===== src/rtl/core/iee_pkg.sv =====
// ----------------------------------------------------------------------------
// iee_pkg
// Shared types and constants of the infix expression evaluator: operator and
// error codes, character codes, and the controller/datapath command and status bundles.
// ----------------------------------------------------------------------------
package iee_pkg;

    localparam int SYM_WIDTH = 8;
    localparam int OUT_WIDTH = 32;
    localparam int ERR_WIDTH = 2;

    typedef enum logic [1:0] {
        OP_PLUS   = 2'd0,
        OP_MINUS  = 2'd1,
        OP_TIMES  = 2'd2,
        OP_DIVIDE = 2'd3
    } op_t;

    localparam logic [ERR_WIDTH-1:0] ERR_NONE = 2'd0;
    localparam logic [ERR_WIDTH-1:0] ERR_DIV0 = 2'd1;
    localparam logic [ERR_WIDTH-1:0] ERR_OVF  = 2'd2;

    localparam logic [SYM_WIDTH-1:0] CH_ZERO   = 8'h30;
    localparam logic [SYM_WIDTH-1:0] CH_NINE   = 8'h39;
    localparam logic [SYM_WIDTH-1:0] CH_PLUS   = 8'h2B;
    localparam logic [SYM_WIDTH-1:0] CH_MINUS  = 8'h2D;
    localparam logic [SYM_WIDTH-1:0] CH_TIMES  = 8'h2A;
    localparam logic [SYM_WIDTH-1:0] CH_DIVIDE = 8'h2F;

    // controller to datapath
    typedef struct packed {
        logic capture;
        logic finish;
        logic md_write;
        logic set_op;
        logic load_result;
    } iee_cmd_t;

    // datapath to controller
    typedef struct packed {
        logic is_digit;
        logic is_op;
        logic needs_md;
        logic md_busy;
    } iee_status_t;

endpackage


===== src/rtl/core/iee_sym_if.sv =====
// ----------------------------------------------------------------------------
// iee_sym_if
// Character channel: one word is one expression character plus end flag.
// ----------------------------------------------------------------------------
interface iee_sym_if;
    import iee_pkg::*;

    logic                 valid;
    logic                 ready;
    logic [SYM_WIDTH-1:0] symbol;
    logic                 end_of_text;

    modport source (output valid, output symbol, output end_of_text, input ready);
    modport sink   (input valid, input symbol, input end_of_text, output ready);

endinterface


===== src/rtl/core/iee_res_if.sv =====
// ----------------------------------------------------------------------------
// iee_res_if
// Result channel: one word is the expression value and its error code.
// ----------------------------------------------------------------------------
interface iee_res_if;
    import iee_pkg::*;

    logic                        valid;
    logic                        ready;
    logic signed [OUT_WIDTH-1:0] value;
    logic [ERR_WIDTH-1:0]        error;

    modport source (output valid, output value, output error, input ready);
    modport sink   (input valid, input value, input error, output ready);

endinterface


===== src/rtl/core/infix_expression_evaluator_unit.sv =====
// ----------------------------------------------------------------------------
// infix_expression_evaluator_unit
// Evaluates an infix integer expression fed one character per word.
// ----------------------------------------------------------------------------
// A digit or an ignored character is taken straight from S_IDLE. An operator
// goes on to the term update in S_FINISH, and when it closes a pending * or a
// / by a nonzero number it also waits in S_ITER on the shared one-bit-per-cycle
// multiply/divide unit. The character flagged end_of_text additionally runs
// the pending term update, a second update on an empty number when it is
// itself an operator, and the final add, up to and including the load of its
// result word. The result sits in an output register, so the next expression's
// characters are taken while that word waits; a new result is loaded only once
// the previous one has been taken.
module infix_expression_evaluator_unit #(
    parameter int VALUE_WIDTH = 32
) (
    input logic     clk,
    input logic     rst_n,
    iee_sym_if.sink sym,
    iee_res_if.source res
);
    import iee_pkg::*;

    iee_cmd_t    cmd;
    iee_status_t status;
    logic        in_ready;
    logic        out_valid;

    iee_datapath #(.W(VALUE_WIDTH)) u_datapath (
        .clk    (clk),
        .rst_n  (rst_n),
        .symbol (sym.symbol),
        .cmd    (cmd),
        .status (status),
        .value  (res.value),
        .error  (res.error)
    );

    iee_ctrl u_ctrl (
        .clk       (clk),
        .rst_n     (rst_n),
        .in_valid  (sym.valid),
        .in_last   (sym.end_of_text),
        .in_ready  (in_ready),
        .out_valid (out_valid),
        .out_ready (res.ready),
        .status    (status),
        .cmd       (cmd)
    );

    assign sym.ready = in_ready;
    assign res.valid = out_valid;

    // no new character while the multiply/divide unit runs
    a_busy_blocks_input: assert property (@(posedge clk) disable iff (!rst_n)
        status.md_busy |-> !sym.ready)
        else $error("character accepted while multiply/divide busy");

    // a digit that is not the last character leaves the input ready again in the next cycle
    a_digit_one_cycle: assert property (@(posedge clk) disable iff (!rst_n)
        (sym.valid && sym.ready && !sym.end_of_text && status.is_digit) |=> sym.ready)
        else $error("digit did not return to idle");

    a_error_code: assert property (@(posedge clk) disable iff (!rst_n)
        res.valid |-> (res.error == ERR_NONE || res.error == ERR_DIV0 ||
                       res.error == ERR_OVF))
        else $error("undefined error code on result");

endmodule


===== src/rtl/core/iee_muldiv.sv =====
// ----------------------------------------------------------------------------
// iee_muldiv
// Shared radix-2 unit on magnitudes: shift-add multiply giving a double-width
// product, or restoring divide giving quotient and remainder. One bit a cycle.
// ----------------------------------------------------------------------------
module iee_muldiv #(
    parameter int W = 32
) (
    input  logic         clk,
    input  logic         rst_n,
    input  logic         start,
    input  logic         is_div,
    input  logic [W-1:0] a_mag,
    input  logic [W-1:0] b_mag,
    output logic         busy,
    output logic [W-1:0] hi,
    output logic [W-1:0] lo
);

    localparam int CW = $clog2(W + 1);

    logic [W-1:0]  hi_reg, lo_reg, opnd_reg;
    logic          div_reg;
    logic [CW-1:0] cnt_reg;
    logic          busy_reg;

    logic [W:0]    mul_sum;
    logic [W:0]    div_shift;
    logic [W+1:0]  div_diff;

    // multiply: add multiplicand when the low multiplier bit is set, then shift right
    assign mul_sum   = {1'b0, hi_reg} + (lo_reg[0] ? {1'b0, opnd_reg} : '0);
    // divide: shift in next dividend bit and try subtracting the divisor
    assign div_shift = {hi_reg, lo_reg[W-1]};
    assign div_diff  = {1'b0, div_shift} - {2'b00, opnd_reg};

    always_ff @(posedge clk or negedge rst_n) begin
        if (!rst_n) begin
            busy_reg <= 1'b0;
            cnt_reg  <= '0;
        end else if (start) begin
            busy_reg <= 1'b1;
            cnt_reg  <= CW'(W);
        end else if (busy_reg) begin
            cnt_reg <= cnt_reg - CW'(1);
            if (cnt_reg == CW'(1)) begin
                busy_reg <= 1'b0;
            end
        end
    end

    always_ff @(posedge clk) begin
        if (start) begin
            hi_reg   <= '0;
            lo_reg   <= is_div ? a_mag : b_mag;
            opnd_reg <= is_div ? b_mag : a_mag;
            div_reg  <= is_div;
        end else if (busy_reg) begin
            if (div_reg) begin
                if (!div_diff[W+1]) begin
                    hi_reg <= div_diff[W-1:0];
                    lo_reg <= {lo_reg[W-2:0], 1'b1};
                end else begin
                    hi_reg <= div_shift[W-1:0];
                    lo_reg <= {lo_reg[W-2:0], 1'b0};
                end
            end else begin
                hi_reg <= mul_sum[W:1];
                lo_reg <= {mul_sum[0], lo_reg[W-1:1]};
            end
        end
    end

    assign busy = busy_reg;
    assign hi   = hi_reg;
    assign lo   = lo_reg;

endmodule


===== src/rtl/core/iee_datapath.sv =====
// ----------------------------------------------------------------------------
// iee_datapath
// Evaluation state (number accumulator, pending operator, running sum,
// pending term, error code), the digit and add/negate logic, the shared
// multiply/divide unit and the result register.
// ----------------------------------------------------------------------------
module iee_datapath #(
    parameter int W = 32
) (
    input  logic                                clk,
    input  logic                                rst_n,
    input  logic [iee_pkg::SYM_WIDTH-1:0]       symbol,
    input  iee_pkg::iee_cmd_t                   cmd,
    output iee_pkg::iee_status_t                status,
    output logic signed [iee_pkg::OUT_WIDTH-1:0] value,
    output logic [iee_pkg::ERR_WIDTH-1:0]       error
);
    import iee_pkg::*;

    localparam logic [W-1:0] SIGN_BIT = {1'b1, {(W-1){1'b0}}};

    logic [W-1:0]         acc_reg, acc_next;
    op_t                  op_reg, op_next;
    logic [W-1:0]         sum_reg, sum_next;
    logic [W-1:0]         term_reg, term_next;
    logic [ERR_WIDTH-1:0] err_reg, err_next;
    op_t                  hold_reg, hold_next;
    logic                 neg_reg, neg_next;
    logic [OUT_WIDTH-1:0] value_reg, value_next;
    logic [ERR_WIDTH-1:0] error_reg, error_next;

    logic                 is_digit, is_op;
    op_t                  sym_op;
    logic [W+3:0]         acc_ext, times10;
    logic                 dig_ovf;
    logic [W-1:0]         sum_add;
    logic                 add_ovf;
    logic                 neg_ovf;
    logic                 needs_md, md_start, md_busy;
    logic [W-1:0]         md_hi, md_lo, md_val;
    logic                 mul_ovf, div_ovf;
    logic [OUT_WIDTH-1:0] total32;
    logic [ERR_WIDTH-1:0] raise;

    function automatic logic [W-1:0] mag(input logic [W-1:0] v);
        return v[W-1] ? (~v + W'(1)) : v;
    endfunction

    assign is_digit = (symbol >= CH_ZERO) && (symbol <= CH_NINE);
    assign is_op    = (symbol == CH_PLUS) || (symbol == CH_MINUS) ||
                      (symbol == CH_TIMES) || (symbol == CH_DIVIDE);

    always_comb begin
        unique case (symbol)
            CH_PLUS:  sym_op = OP_PLUS;
            CH_MINUS: sym_op = OP_MINUS;
            CH_TIMES: sym_op = OP_TIMES;
            default:  sym_op = OP_DIVIDE;
        endcase
    end

    // acc * 10 + digit, too big once anything reaches the sign bit
    assign acc_ext = {4'b0000, acc_reg};
    assign times10 = (acc_ext << 3) + (acc_ext << 1) + {{W{1'b0}}, symbol[3:0]};
    assign dig_ovf = |times10[W+3:W-1];

    assign sum_add = sum_reg + term_reg;
    assign add_ovf = (sum_reg[W-1] == term_reg[W-1]) && (sum_add[W-1] != sum_reg[W-1]);
    assign neg_ovf = (acc_reg == SIGN_BIT);

    assign needs_md = (op_reg == OP_TIMES) || ((op_reg == OP_DIVIDE) && (acc_reg != '0));
    assign md_start = cmd.finish && needs_md;

    iee_muldiv #(.W(W)) u_muldiv (
        .clk    (clk),
        .rst_n  (rst_n),
        .start  (md_start),
        .is_div (op_reg == OP_DIVIDE),
        .a_mag  (mag(term_reg)),
        .b_mag  (mag(acc_reg)),
        .busy   (md_busy),
        .hi     (md_hi),
        .lo     (md_lo)
    );

    // product magnitude must stay within 2^(W-1) for a negative result, below it otherwise
    assign mul_ovf = (md_hi != '0) || (md_lo[W-1] && (!neg_reg || (md_lo[W-2:0] != '0)));
    assign div_ovf = !neg_reg && md_lo[W-1];
    assign md_val  = neg_reg ? (~md_lo + W'(1)) : md_lo;

    generate
        if (W >= OUT_WIDTH) begin : g_trunc
            assign total32 = sum_add[OUT_WIDTH-1:0];
        end else begin : g_sext
            assign total32 = {{(OUT_WIDTH-W){sum_add[W-1]}}, sum_add};
        end
    endgenerate

    always_comb begin
        acc_next   = acc_reg;
        op_next    = op_reg;
        sum_next   = sum_reg;
        term_next  = term_reg;
        hold_next  = hold_reg;
        neg_next   = neg_reg;
        value_next = value_reg;
        error_next = error_reg;
        raise      = ERR_NONE;

        if (cmd.capture) begin
            if (is_digit) begin
                acc_next = times10[W-1:0];
                if (dig_ovf) begin
                    raise = ERR_OVF;
                end
            end
            if (is_op) begin
                hold_next = sym_op;
            end
        end

        if (cmd.finish && !needs_md) begin
            unique case (op_reg)
                OP_PLUS: begin
                    sum_next  = sum_add;
                    term_next = acc_reg;
                    if (add_ovf) begin
                        raise = ERR_OVF;
                    end
                end
                OP_MINUS: begin
                    sum_next  = sum_add;
                    term_next = ~acc_reg + W'(1);
                    if (add_ovf || neg_ovf) begin
                        raise = ERR_OVF;
                    end
                end
                OP_TIMES: begin
                    term_next = term_reg;
                end
                OP_DIVIDE: begin
                    // division by zero leaves a zero term
                    term_next = '0;
                    raise     = ERR_DIV0;
                end
            endcase
            acc_next = '0;
        end

        if (md_start) begin
            neg_next = term_reg[W-1] ^ acc_reg[W-1];
        end

        if (cmd.md_write) begin
            term_next = md_val;
            acc_next  = '0;
            if ((op_reg == OP_DIVIDE) ? div_ovf : mul_ovf) begin
                raise = ERR_OVF;
            end
        end

        if (cmd.set_op) begin
            op_next = hold_reg;
        end

        // first error sticks
        err_next = (err_reg == ERR_NONE) ? raise : err_reg;

        if (cmd.load_result) begin
            value_next = total32;
            error_next = (err_reg != ERR_NONE) ? err_reg :
                         (add_ovf ? ERR_OVF : ERR_NONE);
            acc_next   = '0;
            op_next    = OP_PLUS;
            sum_next   = '0;
            term_next  = '0;
            err_next   = ERR_NONE;
        end
    end

    always_ff @(posedge clk or negedge rst_n) begin
        if (!rst_n) begin
            acc_reg  <= '0;
            op_reg   <= OP_PLUS;
            sum_reg  <= '0;
            term_reg <= '0;
            err_reg  <= ERR_NONE;
        end else begin
            acc_reg  <= acc_next;
            op_reg   <= op_next;
            sum_reg  <= sum_next;
            term_reg <= term_next;
            err_reg  <= err_next;
        end
    end

    always_ff @(posedge clk) begin
        hold_reg  <= hold_next;
        neg_reg   <= neg_next;
        value_reg <= value_next;
        error_reg <= error_next;
    end

    assign status.is_digit = is_digit;
    assign status.is_op    = is_op;
    assign status.needs_md = needs_md;
    assign status.md_busy  = md_busy;

    assign value = value_reg;
    assign error = error_reg;

endmodule


===== src/rtl/core/iee_ctrl.sv =====
// ----------------------------------------------------------------------------
// iee_ctrl
// Sequencer: takes characters, runs the term update after an operator or the
// last character, waits on the multiply/divide unit, and loads the result.
// ----------------------------------------------------------------------------
module iee_ctrl (
    input  logic                 clk,
    input  logic                 rst_n,
    input  logic                 in_valid,
    input  logic                 in_last,
    output logic                 in_ready,
    output logic                 out_valid,
    input  logic                 out_ready,
    input  iee_pkg::iee_status_t status,
    output iee_pkg::iee_cmd_t    cmd
);
    import iee_pkg::*;

    typedef enum logic [1:0] {
        S_IDLE,
        S_FINISH,
        S_ITER,
        S_TOTAL
    } state_t;

    state_t state_reg, state_next;
    logic   out_valid_reg, out_valid_next;
    logic   op_pend_reg, op_pend_next;
    logic   last_reg, last_next;
    logic   accept;
    logic   fin_done;

    assign in_ready = (state_reg == S_IDLE);
    assign accept   = in_valid && in_ready;

    always_comb begin
        state_next     = state_reg;
        out_valid_next = out_valid_reg && !out_ready;
        op_pend_next   = op_pend_reg;
        last_next      = last_reg;
        cmd            = '0;
        fin_done       = 1'b0;

        unique case (state_reg)
            S_IDLE: begin
                if (accept) begin
                    cmd.capture  = 1'b1;
                    op_pend_next = status.is_op;
                    last_next    = in_last;
                    if (status.is_op || in_last) begin
                        state_next = S_FINISH;
                    end
                end
            end
            S_FINISH: begin
                cmd.finish = 1'b1;
                if (status.needs_md) begin
                    state_next = S_ITER;
                end else begin
                    fin_done = 1'b1;
                end
            end
            S_ITER: begin
                if (!status.md_busy) begin
                    cmd.md_write = 1'b1;
                    fin_done     = 1'b1;
                end
            end
            S_TOTAL: begin
                // wait for the result register to free up
                if (!out_valid_reg || out_ready) begin
                    cmd.load_result = 1'b1;
                    out_valid_next  = 1'b1;
                    state_next      = S_IDLE;
                end
            end
            default: begin
                state_next = S_IDLE;
            end
        endcase

        // an operator on the last character needs a second term update on an empty number
        if (fin_done) begin
            if (op_pend_reg) begin
                cmd.set_op   = 1'b1;
                op_pend_next = 1'b0;
                state_next   = last_reg ? S_FINISH : S_IDLE;
            end else begin
                state_next = S_TOTAL;
            end
        end
    end

    always_ff @(posedge clk or negedge rst_n) begin
        if (!rst_n) begin
            state_reg     <= S_IDLE;
            out_valid_reg <= 1'b0;
            op_pend_reg   <= 1'b0;
            last_reg      <= 1'b0;
        end else begin
            state_reg     <= state_next;
            out_valid_reg <= out_valid_next;
            op_pend_reg   <= op_pend_next;
            last_reg      <= last_next;
        end
    end

    assign out_valid = out_valid_reg;

endmodule

===== src/flat_wrapper.sv =====
// flat-port wrapper written by rule: the top's interface ports become plain ports
module infix_expression_evaluator_unit_flat import iee_pkg::*;
#(
    parameter int VALUE_WIDTH = 32
)
  (clk, rst_n, sym_valid, sym_symbol, sym_end_of_text, sym_ready, res_valid, res_value, res_error, res_ready);
  iee_sym_if sym_i ();
  iee_res_if res_i ();
  input logic clk;
  input logic rst_n;
  input wire logic [$bits(sym_i.valid)-1:0] sym_valid;
  input wire logic [$bits(sym_i.symbol)-1:0] sym_symbol;
  input wire logic [$bits(sym_i.end_of_text)-1:0] sym_end_of_text;
  output wire logic [$bits(sym_i.ready)-1:0] sym_ready;
  output wire logic [$bits(res_i.valid)-1:0] res_valid;
  output wire logic [$bits(res_i.value)-1:0] res_value;
  output wire logic [$bits(res_i.error)-1:0] res_error;
  input wire logic [$bits(res_i.ready)-1:0] res_ready;
  assign sym_i.valid = sym_valid;
  assign sym_i.symbol = sym_symbol;
  assign sym_i.end_of_text = sym_end_of_text;
  assign sym_ready = sym_i.ready;
  assign res_valid = res_i.valid;
  assign res_value = res_i.value;
  assign res_error = res_i.error;
  assign res_i.ready = res_ready;
  infix_expression_evaluator_unit #(.VALUE_WIDTH(VALUE_WIDTH)) u_core (.clk(clk), .rst_n(rst_n), .sym(sym_i), .res(res_i));
endmodule

===== config.mk =====
export PLATFORM = sky130hd
export DESIGN_NAME = infix_expression_evaluator_unit_flat
export DESIGN_NICKNAME = d
export VERILOG_FILES = /design/src/rtl/core/iee_pkg.sv /design/src/rtl/core/iee_sym_if.sv /design/src/rtl/core/iee_res_if.sv /design/src/rtl/core/infix_expression_evaluator_unit.sv /design/src/rtl/core/iee_muldiv.sv /design/src/rtl/core/iee_datapath.sv /design/src/rtl/core/iee_ctrl.sv /design/src/flat_wrapper.sv
export SDC_FILE = /design/constraint.sdc
export NUM_CORES = 1
export LEC_CHECK = 0
export ABC_AREA = 1
export BUFFER_PORTS_ARGS = -buffer_cell sky130_fd_sc_hd__buf_2
export CAP_MARGIN = 10
export CORE_MARGIN = 2
export CORE_UTILIZATION = 45
export DETAILED_ROUTE_END_ITERATION = 6
export SETUP_SLACK_MARGIN = 0.1
export SLEW_MARGIN = 20
export SYNTH_ARGS = -nofsm -noshare
export SYNTH_HDL_FRONTEND = slang
export SYNTH_SLANG_ARGS = --single-unit

===== constraint.sdc =====
create_clock -name clk -period 4.5 [get_ports clk]
set_input_delay 0.225 -clock clk [delete_from_list [all_inputs] [get_ports clk]]
set_output_delay 0.225 -clock clk [all_outputs]
set_load 0.03 [all_outputs]

==> impl_summary.txt <==
----------------------------------------------------
[Synthesis]
  Cell types with the largest area share after synthesis ... sky130_fd_sc_hd__nand2_1, sky130_fd_sc_hd__edfxtp_1, sky130_fd_sc_hd__dfrtp_1, sky130_fd_sc_hd__ha_1, sky130_fd_sc_hd__inv_1
  Area fraction of the dominant cell type after synthesis ... 14.1%
  Register area share after synthesis ... 29.3%
  Post-synthesis area per instance ... 6.82 sq um
  Proportion of synthesized flip-flops having asynchronous set or reset ... 45.5%
  Combined area of all synthesized cells ... 0.0222 sq mm
  Library cell with the highest instance count after synthesis ... sky130_fd_sc_hd__nand2_1
  Number of storage elements in the synthesis netlist ... 246
  Area leader, netlist ... sky130_fd_sc_hd__nand2_1
  Net count after synthesis ... 3445
  Warnings from Yosys ... 0
  Gate count of the mapped netlist ... 3258
  Number of synthesized flops with an enable pin ... 102
  Top flip-flop cell by instance count after synthesis ... sky130_fd_sc_hd__dfrtp_1
  Post-synth top cells ... sky130_fd_sc_hd__nand2_1, sky130_fd_sc_hd__inv_1, sky130_fd_sc_hd__nor2_1
  Number of distinct library cell variants in the gate-level netlist after synthesis ... 70

[Floorplanning]
  Overall die height ... 226 um
  Starting Density ... 45.5%
  Total Die Area ... 0.0512 sq mm
  Horizontal extent of the die ... 226 um
  Site Rows ... 81
  Core region area ... 0.0488 sq mm
  Number of top-level design ports ... 49

[Critical path]
  Cell repeated most along the worst path ... sky130_fd_sc_hd__nand2_1
  Critical path class ... flop to flop
  Nature of the critical path startpoint ... flop
  Stages on the worst setup path ... 15
  Kind of cell adding the most delay to the critical path ... simple AND/OR/NAND/NOR gates
  Crit path max fanout ... 29
  FF-to-FF path depth ... 15
  Delay of the slowest cell on the worst path ... 0.46 ns
  Critical path endpoint category ... flop
  CP arrival ... 3.73 ns
  Critical-path top delay cell ... sky130_fd_sc_hd__nor4_1
  Buffers plus inverters on the worst setup path ... 4
  Required time reported for the critical path endpoint ... 4.99 ns
  Cell Chain, Critical Path ... buf_4 > nand2_1 > inv_1 > ha_1 > nand2_1 > nor2_1 > inv_1 > nor4_1 > nand4_1 > nand2_1 > nand2_1 > nand3_1 > nand3_1 > nand2_1 > inv_1

[Placement]
  Count of buffers inserted at the top-level ports ... 48
  Placed cells ... 3908
  Placer's final routability congestion estimate ... 0.989
  Hpwl dp ... 62100 um

[Drt]
  Detailed Route WL ... 78200 um
  Vias after detailed routing ... 22500
  Number of iterations in the first detailed-routing pass ... 6
  Final routed DRC violation total ... 0
  Number of vias per cell ... 5.66
  Remaining antenna violation count ... 0
  Post-detailed-route wirelength per cell ... 19.7 um
  DRC violation total after the first TritonRoute iteration ... 2476

[Final layout]
  Number of filler instances in the final layout ... 5046
  Fraction of final layout cells with drive strength greater than 1 ... 6.14%
  Post-synthesis to final-layout area growth ... 8.82%
  Number of standard cells in the layout, taps in and fillers out ... 3970
  Layout net count ... 3468
  Number of diodes added for antenna fixing ... 0

[STA]
  Max-slew headroom at the worst pin ... 22.7%
  Final critical-path share of the clock period ... 71.9%
  Slew at the pin closest to its max-slew limit ... 1.16 ns
  Setup violations, final ... 0
  Final TNS setup ... 0 ns
  Fmax achieved ... 309 MHz
  Hold violation count in the final report ... 0
  Smallest hold slack ... 0.0700 ns
  RSZ-0062 raised after global routing ... no
  Final number of max-transition violations ... 0
  Largest clock skew in the final design ... 0.0220 ns
  Final min period ... 3.24 ns

[Clock tree]
  Clk Latency, worst-skew pair ... 0.60 ns
  Total clock buffers created by CTS ... 31
  CTS Root Cell ... sky130_fd_sc_hd__clkbuf_16
  CTS tree ... yes
  H-tree levels ... 1
  Number of buffers on the longest clock path ... 3
  Clock-pin slew on the worst setup and hold paths ... 0.06 ns
  Num Clock Sinks ... 246

[Global routing]
  Overall Global Routing Usage ... 30.7%
  Global-route wire length before repair ... 123000 um
  GRT overflow ... 0
  Via count of the first global-routing pass ... 21300
  Maximum number of pins on one net before global-route repair ... 81
  Antenna violations before repair ... 0

[Hold path]
  Number of cells traversed by the worst hold path ... 3
  Class of the tightest hold or removal check ... input port to flop

[Job]
  Max-capacitance violation count ... 0

[Pwr]
  Worst IR drop on VDD ... 0.374 mV
  Clock power frac ... 20.6%
  Power Internal ... 6550 uW
  Net switching power figure ... 6100 uW
  Power per standard cell area ... 523 mW/mm^2
  Static leakage ... 0.0119 uW
  Switching part of the total power ... 48.2%
  Fraction of power consumed by sequential logic ... 27.8%
  Combinational fraction of design power ... 51.6%

[Status]
  Outcome ... complete, no violations

----------------------------------------------------
[layout by cell type (no fill, tap or decap), types with 7 or more instances in the layout]
cell and n:
sky130_fd_sc_hd__dfrtp_1 112, sky130_fd_sc_hd__nor4_1 20, sky130_fd_sc_hd__nand4_1 32, sky130_fd_sc_hd__dfxtp_1 32, sky130_fd_sc_hd__inv_1 413, sky130_fd_sc_hd__nand3_1 167
sky130_fd_sc_hd__inv_2 13, sky130_fd_sc_hd__o21ai_1 28, sky130_fd_sc_hd__o221ai_1 9, sky130_fd_sc_hd__clkbuf_16 32, sky130_fd_sc_hd__a31oi_1 27, sky130_fd_sc_hd__nor2_1 308
sky130_fd_sc_hd__xor2_1 95, sky130_fd_sc_hd__nand2_2 12, sky130_fd_sc_hd__nand2_1 834, sky130_fd_sc_hd__o22ai_1 46, sky130_fd_sc_hd__o21bai_1 10, sky130_fd_sc_hd__clkbuf_1 7
sky130_fd_sc_hd__ha_1 169, sky130_fd_sc_hd__o21ai_0 289, sky130_fd_sc_hd__buf_2 47, sky130_fd_sc_hd__a21o_1 13, sky130_fd_sc_hd__nand3b_1 8, sky130_fd_sc_hd__a21oi_1 211
sky130_fd_sc_hd__o31ai_1 7, sky130_fd_sc_hd__a22o_1 9, sky130_fd_sc_hd__xnor2_1 35, sky130_fd_sc_hd__nor2_2 7, sky130_fd_sc_hd__edfxtp_1 102, sky130_fd_sc_hd__buf_4 29
sky130_fd_sc_hd__nor3_1 38, sky130_fd_sc_hd__clkinv_2 7, sky130_fd_sc_hd__o211ai_1 35
[layer usage]
layer	vias to the layer above	part of all wire, %	track usage [%]
li1	10900	-	-
met1	10500	47	45.5
met2	874	42	46.1
met3	138	7.1	3.70
met4	0	3.4	9.95
met5	-	0	0
[cell type report]
| type | instances | area, sq um | share of cell area (%) |
|---|---|---|---|
| tap | 664 | 831 | 3.44 |
| timing repair buffer | 82 | 524 | 2.17 |
| multi-input combinational | 2489 | 13600 | 56.4 |
| clock inverter | 15 | 166 | 0.688 |
| sequential | 246 | 6510 | 26.9 |
| clock buffer | 43 | 882 | 3.65 |
| inverter | 431 | 1630 | 6.73 |
[path summary, 6_finish.rpt]
kind                                                  start                               endpoint  slack (ns)
max                        u_core.u_datapath.u_muldiv.lo[0]      u_core.u_datapath.u_muldiv.hi[30]        1.26
min                                           sym_symbol[4]          u_core.u_datapath.hold_reg[1]        0.07
max reg2reg                u_core.u_datapath.u_muldiv.lo[0]      u_core.u_datapath.u_muldiv.hi[30]        1.26
min reg2reg                   u_core.u_datapath.hold_reg[1]            u_core.u_datapath.op_reg[1]        0.48
max in group asynchronous                             rst_n  u_core.u_datapath.u_muldiv.cnt_reg[1]        3.20
min in group asynchronous                             rst_n           u_core.u_datapath.sum_reg[1]        0.21
[metrics by stage]
| stage | setup slack [ns] | power (uW) | utilization, % | area (sq um) |
|---|---|---|---|---|
| after CTS | 1.30 | 12600 | 49.5 | 24200 |
| after global placement | 1.35 | 9950 | 47.3 | 23100 |
| after detailed placement | 1.33 | 9980 | 47.3 | 23100 |
| after floorplan | 1.81 | 7950 | - | 22200 |
| final | 1.26 | 12700 | 49.5 | 24200 |
| after global routing | 0.863 | 13600 | 49.5 | 24200 |
[power by group through the flow]
stage / Sequential, uW / Combinational (uW) / Clock, uW
global placement: 3550 / 6400 / 0
floorplan: 3560 / 4390 / 0
detailed placement: 3560 / 6420 / 0
CTS: 3520 / 6470 / 2640
finish: 3520 / 6530 / 2600
global route: 3580 / 7250 / 2740
[what timing repair did]
item	CTS	global route
buffers inserted	0	0
gates resized for setup	0	0
hold buffers	4	0
endpoints found under the setup margin	0	0
endpoints found under the hold margin	76	0
[cell families after synthesis]
kind of cell	Yosys count	synth area share, %
AO/OA/AOI/OAI	712	18.1
XOR/XNOR	130	5.12
adder cells (fa/ha/maj)	174	9.97
buffers and inverters	523	9.34
flip-flops	246	29.3
multiplexers	6	0.270
AND/OR/NAND/NOR	1467	27.9
[worst register-to-register path, delay by kind of cell (launching register included)]
kind	cells	cell delay [ns]
AND/OR/NAND/NOR	10	1.77
flip-flops	1	0.45
buffers and inverters	4	0.54
adder cells (fa/ha/maj)	1	0.39
Note: power is estimated with default switching activity, not from simulation.
